--- src/hdl/acf_pkg.sv ---
// ----------------------------------------------------------------------------
// acf_pkg
// Shared constants, the arctangent table and status types of the
// attitude complementary filter.
// ----------------------------------------------------------------------------
package acf_pkg;

    localparam int CORDIC_STEPS = 16;           // 8 .. 24
    localparam int TAB_LEN      = 24;
    localparam int CNT_W        = 5;            // counts up to 31
    localparam int XW           = 34;           // cordic x/y width
    localparam int ZW           = 26;           // cordic angle width
    localparam int SQ_VW        = 60;           // radicand width
    localparam int SQ_RW        = 30;           // root width
    localparam int SQ_STEPS     = 30;

    localparam logic signed [ZW-1:0] ANGLE_90 = 26'sd5901232;
    localparam logic [16:0]          Q16_ONE  = 17'd65536;

    localparam logic [1:0] REG_BLEND = 2'd0;
    localparam logic [1:0] REG_STEP  = 2'd1;
    localparam logic [1:0] REG_YAW   = 2'd2;

    typedef struct packed {
        logic busy;
        logic done;
    } t_unit_stat;

    // round(atan(2^-i) * 180/3.14 * 65536)
    function automatic logic [22:0] atan_tab(input logic [CNT_W-1:0] i);
        logic [22:0] v;
        case (i)
            5'd0:    v = 23'd2950616;
            5'd1:    v = 23'd1741850;
            5'd2:    v = 23'd920346;
            5'd3:    v = 23'd467182;
            5'd4:    v = 23'd234498;
            5'd5:    v = 23'd117363;
            5'd6:    v = 23'd58696;
            5'd7:    v = 23'd29350;
            5'd8:    v = 23'd14675;
            5'd9:    v = 23'd7338;
            5'd10:   v = 23'd3669;
            5'd11:   v = 23'd1834;
            5'd12:   v = 23'd917;
            5'd13:   v = 23'd459;
            5'd14:   v = 23'd229;
            5'd15:   v = 23'd115;
            5'd16:   v = 23'd57;
            5'd17:   v = 23'd29;
            5'd18:   v = 23'd14;
            5'd19:   v = 23'd7;
            5'd20:   v = 23'd4;
            5'd21:   v = 23'd2;
            5'd22:   v = 23'd1;
            default: v = 23'd0;
        endcase
        return v;
    endfunction

endpackage

--- src/hdl/acf_if.sv ---
// ----------------------------------------------------------------------------
// acf channel interfaces
// Sample, result and register write channels with valid/ready.
// ----------------------------------------------------------------------------
interface acf_sample_if;
    logic               valid;
    logic               ready;
    logic signed [15:0] rate_x;
    logic signed [15:0] rate_y;
    logic signed [15:0] rate_z;
    logic signed [15:0] accel_x;
    logic signed [15:0] accel_y;
    logic signed [15:0] accel_z;
    modport source (output valid, rate_x, rate_y, rate_z, accel_x, accel_y, accel_z,
                    input ready);
    modport sink   (input valid, rate_x, rate_y, rate_z, accel_x, accel_y, accel_z,
                    output ready);
endinterface

interface acf_result_if;
    logic               valid;
    logic               ready;
    logic signed [31:0] roll_deg;
    logic signed [31:0] pitch_deg;
    logic signed [31:0] yaw_deg;
    modport source (output valid, roll_deg, pitch_deg, yaw_deg, input ready);
    modport sink   (input valid, roll_deg, pitch_deg, yaw_deg, output ready);
endinterface

interface acf_cfg_if;
    logic        valid;
    logic        ready;
    logic [1:0]  addr;
    logic [16:0] data;
    modport source (output valid, addr, data, input ready);
    modport sink   (input valid, addr, data, output ready);
endinterface

--- src/hdl/attitude_complementary_filter_top.sv ---
// ----------------------------------------------------------------------------
// attitude_complementary_filter_top
// Roll/pitch/yaw complementary filter with a shared multiplier sequencer.
// ----------------------------------------------------------------------------
// One sample beat is taken while the block is idle; it takes no new sample
// until the last one is worked through and its result is pushed to the output
// register. The square root of ay^2+az^2 is the largest share of the work.
// The pitch cordic follows, then four multiplies per axis over six states on
// one 18x33 multiplier. A finished result sits in an output register, so the
// block returns to idle once the previous result beat has left. Register
// writes are always ready.
module attitude_complementary_filter_top
    import acf_pkg::*;
(
    input  logic         i_clk,
    input  logic         i_rst_n,
    acf_sample_if.sink   i_sample,
    acf_result_if.source o_result,
    acf_cfg_if.sink      i_cfg
);

    typedef enum logic [4:0] {
        S_IDLE, S_SQY, S_SQZ, S_SQD, S_WSQ, S_PIT, S_WPIT,
        S_B0, S_B1, S_B2, S_B3, S_B4, S_B5, S_Y0, S_Y1, S_PUSH
    } t_state;

    t_state               r_state;
    logic signed [15:0]   r_rate [3];
    logic signed [15:0]   r_ax, r_ay, r_az;
    logic [31:0]          r_magsq;
    logic signed [ZW-1:0] r_roll, r_pitch;
    logic                 r_pitch_sel;
    logic [1:0]           r_k;
    logic signed [31:0]   r_p1;
    logic signed [55:0]   r_sum;
    logic signed [50:0]   r_prod;
    logic signed [31:0]   r_est [3];
    logic [16:0]          r_gain;
    logic [15:0]          r_step, r_yawg;
    logic                 r_out_valid;
    logic signed [31:0]   r_out [3];

    logic [16:0]          g, inv_g;
    logic signed [17:0]   mul_a;
    logic signed [32:0]   mul_b;
    logic signed [ZW-1:0] acc_k;
    logic                 cord_start, sq_start;
    logic signed [XW-1:0] cord_y, cord_x;
    logic signed [ZW-1:0] cord_z;
    t_unit_stat           cord_stat, sq_stat;
    logic [31:0]          magsum;
    logic [SQ_RW-1:0]     root;
    logic signed [35:0]   blend_rnd, yaw_sum;
    logic signed [28:0]   yaw_term;
    logic signed [31:0]   blend_sat, yaw_sat;

    function automatic logic signed [31:0] sat32(input logic signed [35:0] v);
        logic signed [31:0] r;
        if (v > 36'sd2147483647)
            r = 32'sh7fffffff;
        else if (v < -36'sd2147483648)
            r = 32'sh80000000;
        else
            r = v[31:0];
        return r;
    endfunction

    always_comb begin
        g     = (r_gain > Q16_ONE) ? Q16_ONE : r_gain;
        inv_g = Q16_ONE - g;
        unique case (r_k)
            2'd0:    acc_k = r_roll;
            2'd1:    acc_k = r_pitch;
            default: acc_k = '0;
        endcase
        unique case (r_state)
            S_SQY:   begin mul_a = 18'(r_ay); mul_b = 33'(r_ay); end
            S_SQZ:   begin mul_a = 18'(r_az); mul_b = 33'(r_az); end
            S_B0:    begin mul_a = 18'(r_rate[r_k]); mul_b = $signed({17'd0, r_step}); end
            S_B1:    begin mul_a = $signed({1'b0, g}); mul_b = 33'(r_est[r_k]); end
            S_B2:    begin mul_a = $signed({1'b0, g}); mul_b = 33'(r_p1); end
            S_B3:    begin mul_a = $signed({1'b0, inv_g}); mul_b = 33'(acc_k); end
            S_Y0:    begin mul_a = 18'(r_rate[2]); mul_b = $signed({17'd0, r_yawg}); end
            default: begin mul_a = '0; mul_b = '0; end
        endcase
    end

    always_ff @(posedge i_clk) begin
        r_prod <= mul_a * mul_b;
    end

    // roll from (ay, az), pitch from (-ax, |ay,az|), both scaled by 2^14
    always_comb begin
        cord_start = (r_state == S_SQY) || (r_state == S_PIT);
        if (r_state == S_PIT) begin
            cord_y = -$signed({{4{r_ax[15]}}, r_ax, 14'd0});
            cord_x = $signed({{(XW-SQ_RW){1'b0}}, root});
        end else begin
            cord_y = $signed({{4{r_ay[15]}}, r_ay, 14'd0});
            cord_x = $signed({{4{r_az[15]}}, r_az, 14'd0});
        end
        sq_start = (r_state == S_SQD);
        magsum   = r_magsq + r_prod[31:0];
    end

    acf_cordic u_cordic (
        .i_clk   (i_clk),
        .i_rst_n (i_rst_n),
        .i_start (cord_start),
        .i_y     (cord_y),
        .i_x     (cord_x),
        .o_stat  (cord_stat),
        .o_z     (cord_z)
    );

    acf_isqrt u_isqrt (
        .i_clk   (i_clk),
        .i_rst_n (i_rst_n),
        .i_start (sq_start),
        .i_value ({magsum, 28'd0}),
        .o_stat  (sq_stat),
        .o_root  (root)
    );

    always_comb begin
        blend_rnd = 36'((r_sum + 56'sd524288) >>> 20);
        blend_sat = sat32(blend_rnd);
        yaw_term  = 29'((r_prod[32:0] + 33'sd8) >>> 4);
        yaw_sum   = 36'(r_est[2]) + 36'(yaw_term);
        yaw_sat   = sat32(yaw_sum);
    end

    always_ff @(posedge i_clk) begin
        if (!i_rst_n) begin
            r_state     <= S_IDLE;
            r_k         <= '0;
            r_pitch_sel <= 1'b0;
            r_out_valid <= 1'b0;
            r_gain      <= 17'd62259;
            r_step      <= 16'd655;
            r_yawg      <= 16'd655;
            r_est[0]    <= '0;
            r_est[1]    <= '0;
            r_est[2]    <= '0;
        end else begin
            if (i_cfg.valid) begin
                unique case (i_cfg.addr)
                    REG_BLEND: r_gain <= i_cfg.data;
                    REG_STEP:  r_step <= i_cfg.data[15:0];
                    REG_YAW:   r_yawg <= i_cfg.data[15:0];
                    default:   ;
                endcase
            end
            // a push in the same cycle reloads the output register below
            if (r_out_valid && o_result.ready && (r_state != S_PUSH))
                r_out_valid <= 1'b0;
            if (cord_stat.done) begin
                if (r_pitch_sel)
                    r_pitch <= cord_z;
                else
                    r_roll <= cord_z;
            end
            unique case (r_state)
                S_IDLE: begin
                    if (i_sample.valid) begin
                        r_rate[0] <= i_sample.rate_x;
                        r_rate[1] <= i_sample.rate_y;
                        r_rate[2] <= i_sample.rate_z;
                        r_ax      <= i_sample.accel_x;
                        r_ay      <= i_sample.accel_y;
                        r_az      <= i_sample.accel_z;
                        r_state   <= S_SQY;
                    end
                end
                S_SQY: begin
                    r_pitch_sel <= 1'b0;
                    r_state     <= S_SQZ;
                end
                S_SQZ: begin
                    r_magsq <= r_prod[31:0];
                    r_state <= S_SQD;
                end
                S_SQD: r_state <= S_WSQ;
                S_WSQ: begin
                    if (sq_stat.done)
                        r_state <= S_PIT;
                end
                S_PIT: begin
                    r_pitch_sel <= 1'b1;
                    r_state     <= S_WPIT;
                end
                S_WPIT: begin
                    if (cord_stat.done) begin
                        r_k     <= '0;
                        r_state <= S_B0;
                    end
                end
                S_B0: r_state <= S_B1;
                S_B1: begin
                    r_p1    <= r_prod[31:0];
                    r_state <= S_B2;
                end
                S_B2: begin
                    r_sum   <= 56'(r_prod) <<< 4;
                    r_state <= S_B3;
                end
                S_B3: begin
                    r_sum   <= r_sum + 56'(r_prod);
                    r_state <= S_B4;
                end
                S_B4: begin
                    r_sum   <= r_sum + (56'(r_prod) <<< 4);
                    r_state <= S_B5;
                end
                S_B5: begin
                    r_est[r_k] <= blend_sat;
                    if (r_k == 2'd2) begin
                        r_state <= S_Y0;
                    end else begin
                        r_k     <= r_k + 1'b1;
                        r_state <= S_B0;
                    end
                end
                S_Y0: r_state <= S_Y1;
                S_Y1: begin
                    r_est[2] <= yaw_sat;
                    r_state  <= S_PUSH;
                end
                S_PUSH: begin
                    if (!r_out_valid || o_result.ready) begin
                        r_out_valid <= 1'b1;
                        r_out[0]    <= r_est[0];
                        r_out[1]    <= r_est[1];
                        r_out[2]    <= r_est[2];
                        r_state     <= S_IDLE;
                    end
                end
                default: r_state <= S_IDLE;
            endcase
        end
    end

    assign i_sample.ready     = (r_state == S_IDLE);
    assign i_cfg.ready        = 1'b1;
    assign o_result.valid     = r_out_valid;
    assign o_result.roll_deg  = r_out[0];
    assign o_result.pitch_deg = r_out[1];
    assign o_result.yaw_deg   = r_out[2];

    a_cord_idle: assert property (@(posedge i_clk) disable iff (!i_rst_n)
        cord_start |-> !cord_stat.busy)
        else $error("cordic restarted while busy");

    a_sq_idle: assert property (@(posedge i_clk) disable iff (!i_rst_n)
        sq_start |-> !sq_stat.busy)
        else $error("square root restarted while busy");

    a_busy_after_accept: assert property (@(posedge i_clk) disable iff (!i_rst_n)
        (i_sample.valid && i_sample.ready) |=> !i_sample.ready)
        else $error("sample taken while a sample is in work");

    a_axis_range: assert property (@(posedge i_clk) disable iff (!i_rst_n)
        r_k != 2'd3)
        else $error("axis counter out of range");

endmodule

--- src/hdl/acf_cordic.sv ---
// ----------------------------------------------------------------------------
// acf_cordic
// Vectoring cordic, one micro-rotation per cycle, angle in signed Q9.16 degrees.
// ----------------------------------------------------------------------------
module acf_cordic
    import acf_pkg::*;
(
    input  logic                 i_clk,
    input  logic                 i_rst_n,
    input  logic                 i_start,
    input  logic signed [XW-1:0] i_y,
    input  logic signed [XW-1:0] i_x,
    output t_unit_stat           o_stat,
    output logic signed [ZW-1:0] o_z
);

    logic signed [XW-1:0] r_x, r_y;
    logic signed [ZW-1:0] r_z;
    logic [CNT_W-1:0]     r_i;
    logic                 r_busy, r_done;

    logic signed [XW-1:0] dx, dy;
    logic signed [ZW-1:0] tabv;

    always_comb begin
        dx   = r_y >>> r_i;
        dy   = r_x >>> r_i;
        tabv = $signed({{(ZW-23){1'b0}}, atan_tab(r_i)});
    end

    always_ff @(posedge i_clk) begin
        if (!i_rst_n) begin
            r_busy <= 1'b0;
            r_done <= 1'b0;
            r_i    <= '0;
        end else begin
            r_done <= 1'b0;
            if (i_start) begin
                r_busy <= 1'b1;
                r_i    <= '0;
            end else if (r_busy) begin
                if (r_i == CNT_W'(CORDIC_STEPS - 1)) begin
                    r_busy <= 1'b0;
                    r_done <= 1'b1;
                end else begin
                    r_i <= r_i + 1'b1;
                end
            end
        end
    end

    always_ff @(posedge i_clk) begin
        if (i_start) begin
            // fold the left half plane onto the right one
            if (i_x < 0) begin
                if (i_y >= 0) begin
                    r_x <= i_y;
                    r_y <= -i_x;
                    r_z <= ANGLE_90;
                end else begin
                    r_x <= -i_y;
                    r_y <= i_x;
                    r_z <= -ANGLE_90;
                end
            end else begin
                r_x <= i_x;
                r_y <= i_y;
                r_z <= '0;
            end
        end else if (r_busy) begin
            if (r_y > 0) begin
                r_x <= r_x + dx;
                r_y <= r_y - dy;
                r_z <= r_z + tabv;
            end else if (r_y < 0) begin
                r_x <= r_x - dx;
                r_y <= r_y + dy;
                r_z <= r_z - tabv;
            end
        end
    end

    assign o_stat = '{busy: r_busy, done: r_done};
    assign o_z    = r_z;

endmodule

--- src/hdl/acf_isqrt.sv ---
// ----------------------------------------------------------------------------
// acf_isqrt
// Floor integer square root, one result bit per cycle.
// ----------------------------------------------------------------------------
module acf_isqrt
    import acf_pkg::*;
(
    input  logic             i_clk,
    input  logic             i_rst_n,
    input  logic             i_start,
    input  logic [SQ_VW-1:0] i_value,
    output t_unit_stat       o_stat,
    output logic [SQ_RW-1:0] o_root
);

    logic [SQ_VW-1:0] r_v, r_r, r_bit;
    logic [CNT_W-1:0] r_cnt;
    logic             r_busy, r_done;

    logic [SQ_VW:0] trial;
    logic           ge;

    always_comb begin
        trial = {1'b0, r_r} + {1'b0, r_bit};
        ge    = {1'b0, r_v} >= trial;
    end

    always_ff @(posedge i_clk) begin
        if (!i_rst_n) begin
            r_busy <= 1'b0;
            r_done <= 1'b0;
            r_cnt  <= '0;
        end else begin
            r_done <= 1'b0;
            if (i_start) begin
                r_busy <= 1'b1;
                r_cnt  <= '0;
            end else if (r_busy) begin
                if (r_cnt == CNT_W'(SQ_STEPS - 1)) begin
                    r_busy <= 1'b0;
                    r_done <= 1'b1;
                end else begin
                    r_cnt <= r_cnt + 1'b1;
                end
            end
        end
    end

    always_ff @(posedge i_clk) begin
        if (i_start) begin
            r_v   <= i_value;
            r_r   <= '0;
            r_bit <= {2'b01, {(SQ_VW-2){1'b0}}};
        end else if (r_busy) begin
            if (ge) begin
                r_v <= r_v - trial[SQ_VW-1:0];
                r_r <= (r_r >> 1) + r_bit;
            end else begin
                r_r <= r_r >> 1;
            end
            r_bit <= r_bit >> 2;
        end
    end

    assign o_stat = '{busy: r_busy, done: r_done};
    assign o_root = r_r[SQ_RW-1:0];

endmodule
--- src/flat_wrapper.sv ---
// flat-port wrapper written by rule: the top's interface ports become plain ports
module attitude_complementary_filter_top_flat import acf_pkg::*;
  (i_clk, i_rst_n, i_sample_valid, i_sample_rate_x, i_sample_rate_y, i_sample_rate_z, i_sample_accel_x, i_sample_accel_y, i_sample_accel_z, i_sample_ready, o_result_valid, o_result_roll_deg, o_result_pitch_deg, o_result_yaw_deg, o_result_ready, i_cfg_valid, i_cfg_addr, i_cfg_data, i_cfg_ready);
  acf_sample_if i_sample_i ();
  acf_result_if o_result_i ();
  acf_cfg_if i_cfg_i ();
  input  logic i_clk;
  input  logic i_rst_n;
  input wire logic [$bits(i_sample_i.valid)-1:0] i_sample_valid;
  input wire logic [$bits(i_sample_i.rate_x)-1:0] i_sample_rate_x;
  input wire logic [$bits(i_sample_i.rate_y)-1:0] i_sample_rate_y;
  input wire logic [$bits(i_sample_i.rate_z)-1:0] i_sample_rate_z;
  input wire logic [$bits(i_sample_i.accel_x)-1:0] i_sample_accel_x;
  input wire logic [$bits(i_sample_i.accel_y)-1:0] i_sample_accel_y;
  input wire logic [$bits(i_sample_i.accel_z)-1:0] i_sample_accel_z;
  output wire logic [$bits(i_sample_i.ready)-1:0] i_sample_ready;
  output wire logic [$bits(o_result_i.valid)-1:0] o_result_valid;
  output wire logic [$bits(o_result_i.roll_deg)-1:0] o_result_roll_deg;
  output wire logic [$bits(o_result_i.pitch_deg)-1:0] o_result_pitch_deg;
  output wire logic [$bits(o_result_i.yaw_deg)-1:0] o_result_yaw_deg;
  input wire logic [$bits(o_result_i.ready)-1:0] o_result_ready;
  input wire logic [$bits(i_cfg_i.valid)-1:0] i_cfg_valid;
  input wire logic [$bits(i_cfg_i.addr)-1:0] i_cfg_addr;
  input wire logic [$bits(i_cfg_i.data)-1:0] i_cfg_data;
  output wire logic [$bits(i_cfg_i.ready)-1:0] i_cfg_ready;
  assign i_sample_i.valid = i_sample_valid;
  assign i_sample_i.rate_x = i_sample_rate_x;
  assign i_sample_i.rate_y = i_sample_rate_y;
  assign i_sample_i.rate_z = i_sample_rate_z;
  assign i_sample_i.accel_x = i_sample_accel_x;
  assign i_sample_i.accel_y = i_sample_accel_y;
  assign i_sample_i.accel_z = i_sample_accel_z;
  assign i_sample_ready = i_sample_i.ready;
  assign o_result_valid = o_result_i.valid;
  assign o_result_roll_deg = o_result_i.roll_deg;
  assign o_result_pitch_deg = o_result_i.pitch_deg;
  assign o_result_yaw_deg = o_result_i.yaw_deg;
  assign o_result_i.ready = o_result_ready;
  assign i_cfg_i.valid = i_cfg_valid;
  assign i_cfg_i.addr = i_cfg_addr;
  assign i_cfg_i.data = i_cfg_data;
  assign i_cfg_ready = i_cfg_i.ready;
  attitude_complementary_filter_top u_core (.i_clk(i_clk), .i_rst_n(i_rst_n), .i_sample(i_sample_i), .o_result(o_result_i), .i_cfg(i_cfg_i));
endmodule
--- config.mk ---
export PLATFORM = sky130hd
export DESIGN_NAME = attitude_complementary_filter_top_flat
export DESIGN_NICKNAME = d
export VERILOG_FILES = /design/src/hdl/acf_pkg.sv /design/src/hdl/acf_if.sv /design/src/hdl/attitude_complementary_filter_top.sv /design/src/hdl/acf_cordic.sv /design/src/hdl/acf_isqrt.sv /design/src/flat_wrapper.sv
export SDC_FILE = /design/constraint.sdc
export NUM_CORES = 2
export LEC_CHECK = 0
export ABC_CLOCK_PERIOD_IN_PS = 10100
export BUFFER_PORTS_ARGS = -buffer_cell sky130_fd_sc_hd__buf_4
export CAP_MARGIN = 20
export CORE_MARGIN = 4
export CORE_UTILIZATION = 55
export CTS_CLUSTER_DIAMETER = 40
export DETAILED_ROUTE_END_ITERATION = 16
export PLACE_DENSITY = 0.74
export REMOVE_ABC_BUFFERS = 1
export SYNTH_ARGS = -nofsm -noshare
export SYNTH_HDL_FRONTEND = slang
export SYNTH_SLANG_ARGS = --single-unit
--- constraint.sdc ---
create_clock -name i_clk -period 10.1 [get_ports i_clk]
set_input_delay 1.01 -clock i_clk [delete_from_list [all_inputs] [get_ports i_clk]]
set_output_delay 1.01 -clock i_clk [all_outputs]
set_load 0.03 [all_outputs]
# After elaboration in Yosys (flattened, before gate mapping)
# Memory sizes are Yosys's and may differ from the RTL's. A register that Yosys moved wholly into a read port is not among the register bits.
# Index checks and enable logic that the tools add are counted.
# classes
mul	1
n_shift	2
bitwise	7
eq_ne	27
n_lt_le_gt_ge	10
mux	79
add_sub_neg	22
reduce_logical	37
# op_table
op	count
34-bit two-way mux	14
60-bit two-way mux	4
33-bit case mux with 7 select lines	1
32-bit two-way mux	6
56-bit case mux with 3 select lines	1
26-bit two-way mux	6
18-bit case mux with 6 select lines	1
5-bit case mux with 16 select lines	1
36-bit by 32-bit greater-than comparator with 1-bit output (second input constant)	2
36-bit by 32-bit < comparator with 1-bit output (second input constant)	2
34-bit adder	2
34-bit by 1-bit < comparator with 1-bit output (second input constant)	2
34-bit negator	2
34-bit by 5-bit >>> shifter with 34-bit output	2
34-bit subtractor	2
60-bit by 59-bit adder with 61-bit output	1
60-bit by 61-bit greater-or-equal comparator with 1-bit output	1
59-bit by 59-bit adder with 60-bit output	1
60-bit subtractor	1
56-bit by 21-bit adder with 56-bit output (second input constant)	1
56-bit by 51-bit adder with 56-bit output	1
56-bit by 55-bit adder with 56-bit output	1
26-bit case mux with 2 select lines	1
18-bit by 33-bit multiplier with 51-bit output	1
44 further kinds	128
# word_totals
romBits	704
in_bits	120
n_memories	4
mem_bits_rw	240
regBits	587
# memory_table
memory	depth	width	read_ports	rd_clocked_by_memory_dff	write_ports	line_no	text
(name not given)	32	22	1	1	0	acf_pkg.sv:32	case (i)
u_core.r_est	3	32	4	1	3	attitude_complementary_filter_top.sv:37	logic signed [31:0] r_est [3];
u_core.r_out	3	32	3	0	3	attitude_complementary_filter_top.sv:41	logic signed [31:0] r_out [3];
u_core.r_rate	3	16	2	1	3	attitude_complementary_filter_top.sv:28	logic signed [15:0] r_rate [3];

# Depth between registers and ports, before layout
# depth
depth_word	6
depth_mapped	41
ltp_nobuf	37

# Hierarchy
# From an unflattened synthesis, not the netlist that was laid out.
# hier_totals
hier_cells	9551
hier_area_um2	86191.4
# by_module_without_submodules
module	instances	area_each_um2	cells_per_inst
attitude_complementary_filter_top	1	53881.7	5556
acf_cordic	1	17988.5	2195
acf_isqrt	1	14321.2	1800

# Least setup slack after synthesis
# No wires, ideal clock.
# synth_timing
path_kind	reg-to-reg
startpoint	register u_core.r_gain[2]
endpoint	register u_core.r_prod[45]
setup_slack_ns	1.001
period_less_slack_ns	9.099
t_required_ns	9.974
path_stages_with_launch	41
setup_time_ns	0.126
arrival_ns	8.973
path_cell_list	dfxtp_1 nor3_1 nor3b_1 and2_1 nand2_1 o21ai_0 clkbuf_1 nand2_1 ha_1 o21a_1 a21oi_1 a21oi_1 nand2b_1 nand3_1 clkbuf_1 clkbuf_1 nand2_1 fa_1 [5 not listed] fa_1 fa_1 inv_1 fa_1 inv_1 ha_1 clkbuf_1 a21oi_1 nand2_1 a21oi_1 a21oi_1 o311ai_0 o31a_1 o41ai_1 a221o_1 a21o_1 a21oi_1 xnor2_1
# synth_via
elab_chain_len	5
# synth_rtl
item	line_no	text
from (decl)	attitude_complementary_filter_top.sv:38	logic [16:0] r_gain;
from (signal assigned)	attitude_complementary_filter_top.sv:148	REG_BLEND: r_gain <= i_cfg.data;
17-bit greater-than comparator	attitude_complementary_filter_top.sv:69	g = (r_gain > Q16_ONE) ? Q16_ONE : r_gain;
17-bit two-way mux *	attitude_complementary_filter_top.sv:69	
17-bit subtractor	attitude_complementary_filter_top.sv:70	inv_g = Q16_ONE - g;
18-bit case mux with 6 select lines *	attitude_complementary_filter_top.sv:76	unique case (r_state)
18-bit by 33-bit multiplier with 51-bit output *	attitude_complementary_filter_top.sv:89	r_prod <= mul_a * mul_b;
to (signal assigned)	attitude_complementary_filter_top.sv:89	
to (decl)	attitude_complementary_filter_top.sv:36	logic signed [50:0] r_prod;
# Every way passes the cells marked *; elsewhere a longest branch is shown, timed or not.
# A chain may end at the register's enable or synchronous reset.

# Worst setup path after layout
# layout_timing
startpoint	register u_core.r_state[2]
endpoint	register u_core.r_prod[47]
# layout_via
elab_chain_len	4
word_cells_on_any_way	11
classes_between	mul: 1; eq/ne: 7; mux: 2; reduce/logical: 1
# layout_rtl
item	line_no	text
from (decl)	attitude_complementary_filter_top.sv:27	t_state r_state;
from (signal assigned)	attitude_complementary_filter_top.sv:135	r_state <= S_IDLE;
from (signal assigned)	attitude_complementary_filter_top.sv:172	r_state <= S_SQY;
from (signal assigned)	attitude_complementary_filter_top.sv:177	r_state <= S_SQZ;
5-bit by 4-bit equality test with 1-bit output	attitude_complementary_filter_top.sv:76	
2-bit OR reduction (no line)	-	
18-bit case mux with 6 select lines	attitude_complementary_filter_top.sv:76	
18-bit by 33-bit multiplier with 51-bit output *	attitude_complementary_filter_top.sv:89	
# Marks and branches as above.

==> results.rst <==
.. list-table::
   :header-rows: 1

   * - Metric
     - Value
   * - Pin count of the biggest net entering global routing
     - between 90 and 100
   * - Fraction of the yosys area taken by sequential cells
     - 0.286
   * - Number of global-route vias before repair
     - 70,700
   * - Most common cell after layout, fill and taps aside
     - nand2_1
   * - Gate count after technology mapping
     - 9,086
   * - Hold-fix buffers, CTS
     - 0
   * - Residual DRC count
     - 0
   * - Most common cell type on the critical path
     - fa_1
   * - CTS tree
     - done
   * - Top fanout value on the critical path
     - 13
   * - Met2 global-route usage
     - 0.530
   * - Post-route core utilization
     - 0.619
   * - Master of the slowest instance on the critical path
     - dfxtp_1
   * - Unique masters post-synth
     - roughly 120
   * - Max-cap violations
     - 0
   * - Setup clock skew after layout
     - 0.0417 ns
   * - Core box area
     - 150,000 um^2
   * - Max-Slew Margin vs Limit
     - 0.155
   * - Synth warnings
     - 0
   * - Outcome
     - complete, no violations
   * - Cells on Worst Hold Path
     - 1
   * - Static Leak
     - 0.0393 uW
   * - Register area
     - 23,900 um^2
   * - Flip-flop and latch count after synthesis
     - 882
   * - Later-pin clock latency in the skew report
     - 0.78 ns
   * - Register clock-pin slew on the reported worst setup and hold paths
     - around 0.060 ns
   * - Antenna violations before repair
     - 21
   * - Via density per instance
     - 6.30
   * - Category of the most critical setup path
     - register to register
   * - Period Utilization, post-route
     - 0.957
   * - GRT overflow
     - 0
   * - Count of flip-flops with a built-in enable after synthesis
     - slightly above 600
   * - Area growth syn-to-layout
     - 11.5%
   * - DP HPWL
     - 210 mm
   * - Post-layout total power
     - 25,100 uW
   * - Number of buffers inserted during clock tree synthesis
     - 157
   * - Post-route cell area
     - 92,900 um^2
   * - Routed wirelength normalized by instance count
     - 23.9 um
   * - Arrival time at the worst endpoint
     - 10.35 ns
   * - Clk root buf
     - clkbuf_16
   * - Final sum of negative setup slack
     - 0 ns
   * - M1 GR Usage
     - 0.434
   * - Die Outline Area
     - roughly 160,000 um^2
   * - GR Layer Usage met3
     - 0.0889
   * - Layout cells sized above 1
     - 0.102
   * - DRT iter0 DRCs
     - 7,316
   * - Worst slack at placement
     - 0.184 ns
   * - Count of fill cells added during filler insertion
     - 12,600
   * - Proportion of register bits with asynchronous set or reset after synthesis
     - 0
   * - WP data required
     - ~11 ns
   * - Category of the worst setup path capture point
     - register
   * - Bufs on Longest Clock Path
     - 3
   * - First-pass GRT wire length
     - 418 mm
   * - Die Wd
     - 397 um
   * - Syn Std Cell Area
     - about 83,000 um^2
   * - Commonest non-fill, non-tap cells in the layout
     - nand2_1, inv_1, edfxtp_1
   * - Minimum setup slack in the final design
     - around 0.44 ns
   * - Logic depth of the worst register-to-register path
     - 28
   * - Via count
     - 71,700
   * - Main flop type after synthesis
     - edfxtp_1
   * - Upper clock frequency limit
     - 0.104 GHz
   * - Hold Vio Cnt, Final
     - 0
   * - Biggest cell delay along the critical path
     - 0.61 ns
   * - Combined area of the multi-input logic cells
     - 54,600 um^2
   * - Final net count
     - 10,400
   * - Min cycle time layout
     - 9.66 ns
   * - Placed cell area
     - 87,200 um^2
   * - Power per Cell Area
     - 270 nW/um^2
   * - Type of element launching the critical path
     - register
   * - Number of I/O pins
     - 219
   * - # port buffers
     - 217
   * - Total setup violations reported at the end of the flow
     - 0
   * - Transition at the pin with the smallest max-transition slack
     - around 1.3 ns
   * - Detailed-routing iteration count for the pre-antenna-repair pass
     - 6
   * - Placement Rows
     - around 140
   * - IR drop worst, VDD
     - 159 uV
   * - Path category of the worst min-delay check
     - input pin to register
   * - Busiest layer in global routing
     - met2
   * - Total wire length after detailed routing
     - 272 mm
   * - CTS sink cnt
     - ~880
   * - Initial standard-cell utilization of the core
     - 0.555
   * - Die Y
     - 397 um
   * - Routability congestion estimate from global placement
     - 1.04
   * - Synthesized area per cell
     - 9.17 um^2
   * - Level count of the clock H-tree
     - 4
   * - Reg2reg setup slack
     - approximately 0.44 ns
   * - Setup repair after global routing missed its margin
     - false
   * - Overall track demand over capacity in global routing
     - 0.341
   * - Max-slew violation count
     - 0
   * - Final antenna-violating net count
     - 0
cells in the mapped netlist, types with 34 or more instances:
cell | instances | share of area
or3_1 | 39 | 0.0029
o21ai_0 | 520 | 0.031
edfxtp_1 | 618 | 0.22
buf_1 | 34 | 0.0015
and3_1 | 76 | 0.0057
nand2_1 | 1063 | 0.048
nor2_1 | 596 | 0.027
dfxtp_1 | 264 | 0.063
xor2_1 | 269 | 0.028
nor3_1 | 146 | 0.0088
mux2i_1 | 140 | 0.017
o21a_1 | 97 | 0.0087
fa_1 | 567 | 0.14
nand2b_1 | 89 | 0.0067
xnor2_1 | 327 | 0.034
inv_1 | 859 | 0.039
ha_1 | 524 | 0.079
a22oi_1 | 93 | 0.0084
a31oi_1 | 99 | 0.0074
a211oi_1 | 103 | 0.0093
o31ai_1 | 49 | 0.0044
a21o_1 | 205 | 0.018
nor2b_1 | 129 | 0.0097
o21bai_1 | 51 | 0.0046
o22ai_1 | 49 | 0.0037
a21boi_0 | 53 | 0.0048
mux4_2 | 110 | 0.030
and2_1 | 113 | 0.0085
nand3_1 | 215 | 0.013
clkbuf_1 | 351 | 0.016
o211ai_1 | 46 | 0.0041
a21oi_1 | 555 | 0.033
nand4_1 | 87 | 0.0065
state kept, by name, summed over array words and instances (netlist names), 5 cells and up, named ones only:
name	cells
u_core.r_est	128
u_core.r_step	16
u_core.r_out	96
u_core.r_ax	16
u_core.r_gain	17
u_core.u_cordic.tabv	22
u_core.r_magsq	32
u_core.r_roll	26
u_core.u_isqrt.r_cnt	5
u_core.r_az	16
u_core.r_p1	32
u_core.r_ay	16
u_core.r_yawg	16
u_core.r_pitch	26
u_core.u_isqrt.r_v	60
u_core.r_prod	51
u_core.u_cordic.r_i	5
u_core.u_cordic.o_z	26
u_core.r_rate	48
u_core.r_sum	56
u_core.u_cordic.r_x	34
u_core.u_cordic.r_y	34
u_core.u_isqrt.r_bit	30
u_core.u_isqrt.r_r	60
cell type report:
| type | count | share of cell area |
|---|---|---|
| inverters | 864 | 0.0349 |
| clock buffers | 176 | 0.0442 |
| multi-input cells | 6909 | 0.588 |
| diodes | 14 | 0.000377 |
| well taps | 2016 | 0.0272 |
| flip-flops and latches | 882 | 0.257 |
| clock inverters | 119 | 0.0156 |
| repair buffers | 398 | 0.0325 |
path summary, 6_finish.rpt:
path                    endpoint           startpoint
max            u_core.r_prod[47]    u_core.r_state[2]
min               u_core.r_az[1]  i_sample_accel_z[1]
max reg2reg    u_core.r_prod[47]    u_core.r_state[2]
min reg2reg  u_core.r_out[0][49]  u_core.r_est[1][17]
kinds of logic after synthesis:
group	count (synthesis)	synth area share
other cells	1	0.0000450
xor+xnor	596	0.0627
mux	279	0.0509
simple gates	2705	0.151
flops	882	0.286
buf+inv	1295	0.0606
compound gates	2237	0.173
fa+ha+maj	1091	0.215
power breakdown:
| group | internal (uW) | switching, uW |
|---|---|---|
| Combinational | 5610 | 8120 |
| Clock | 3410 | 2110 |
| Sequential | 4780 | 1030 |
| Total | 13800 | 11300 |
routing by layer:
layer,up-vias,share of wire
met5,-,0.00034
met4,16,0.064
met3,784,0.10
met2,3574,0.45
met1,35000,0.38
li1,32300,-
per-stage QoR:
step	hold WS, ns	instances
detailed placement	0.431	11100
global route	0.386	11400
floorplan	0.410	8655
global placement	0.426	11100
CTS	0.367	11400
finish	0.409	11400
critical path, delay by kind of cell (launching register included):
family,cells,cell delay (ns)
fa+ha+maj,7,3.40
buf+inv,5,0.49
compound gates,9,2.99
xor+xnor,1,0.13
flops,1,0.61
simple gates,6,1.97
timing repair:
item,4_1_cts,5_1_grt
endpoints found under the setup margin,0,9
buffers inserted,0,1
gates resized for setup,0,13
Power figures use the tool's default switching activity.
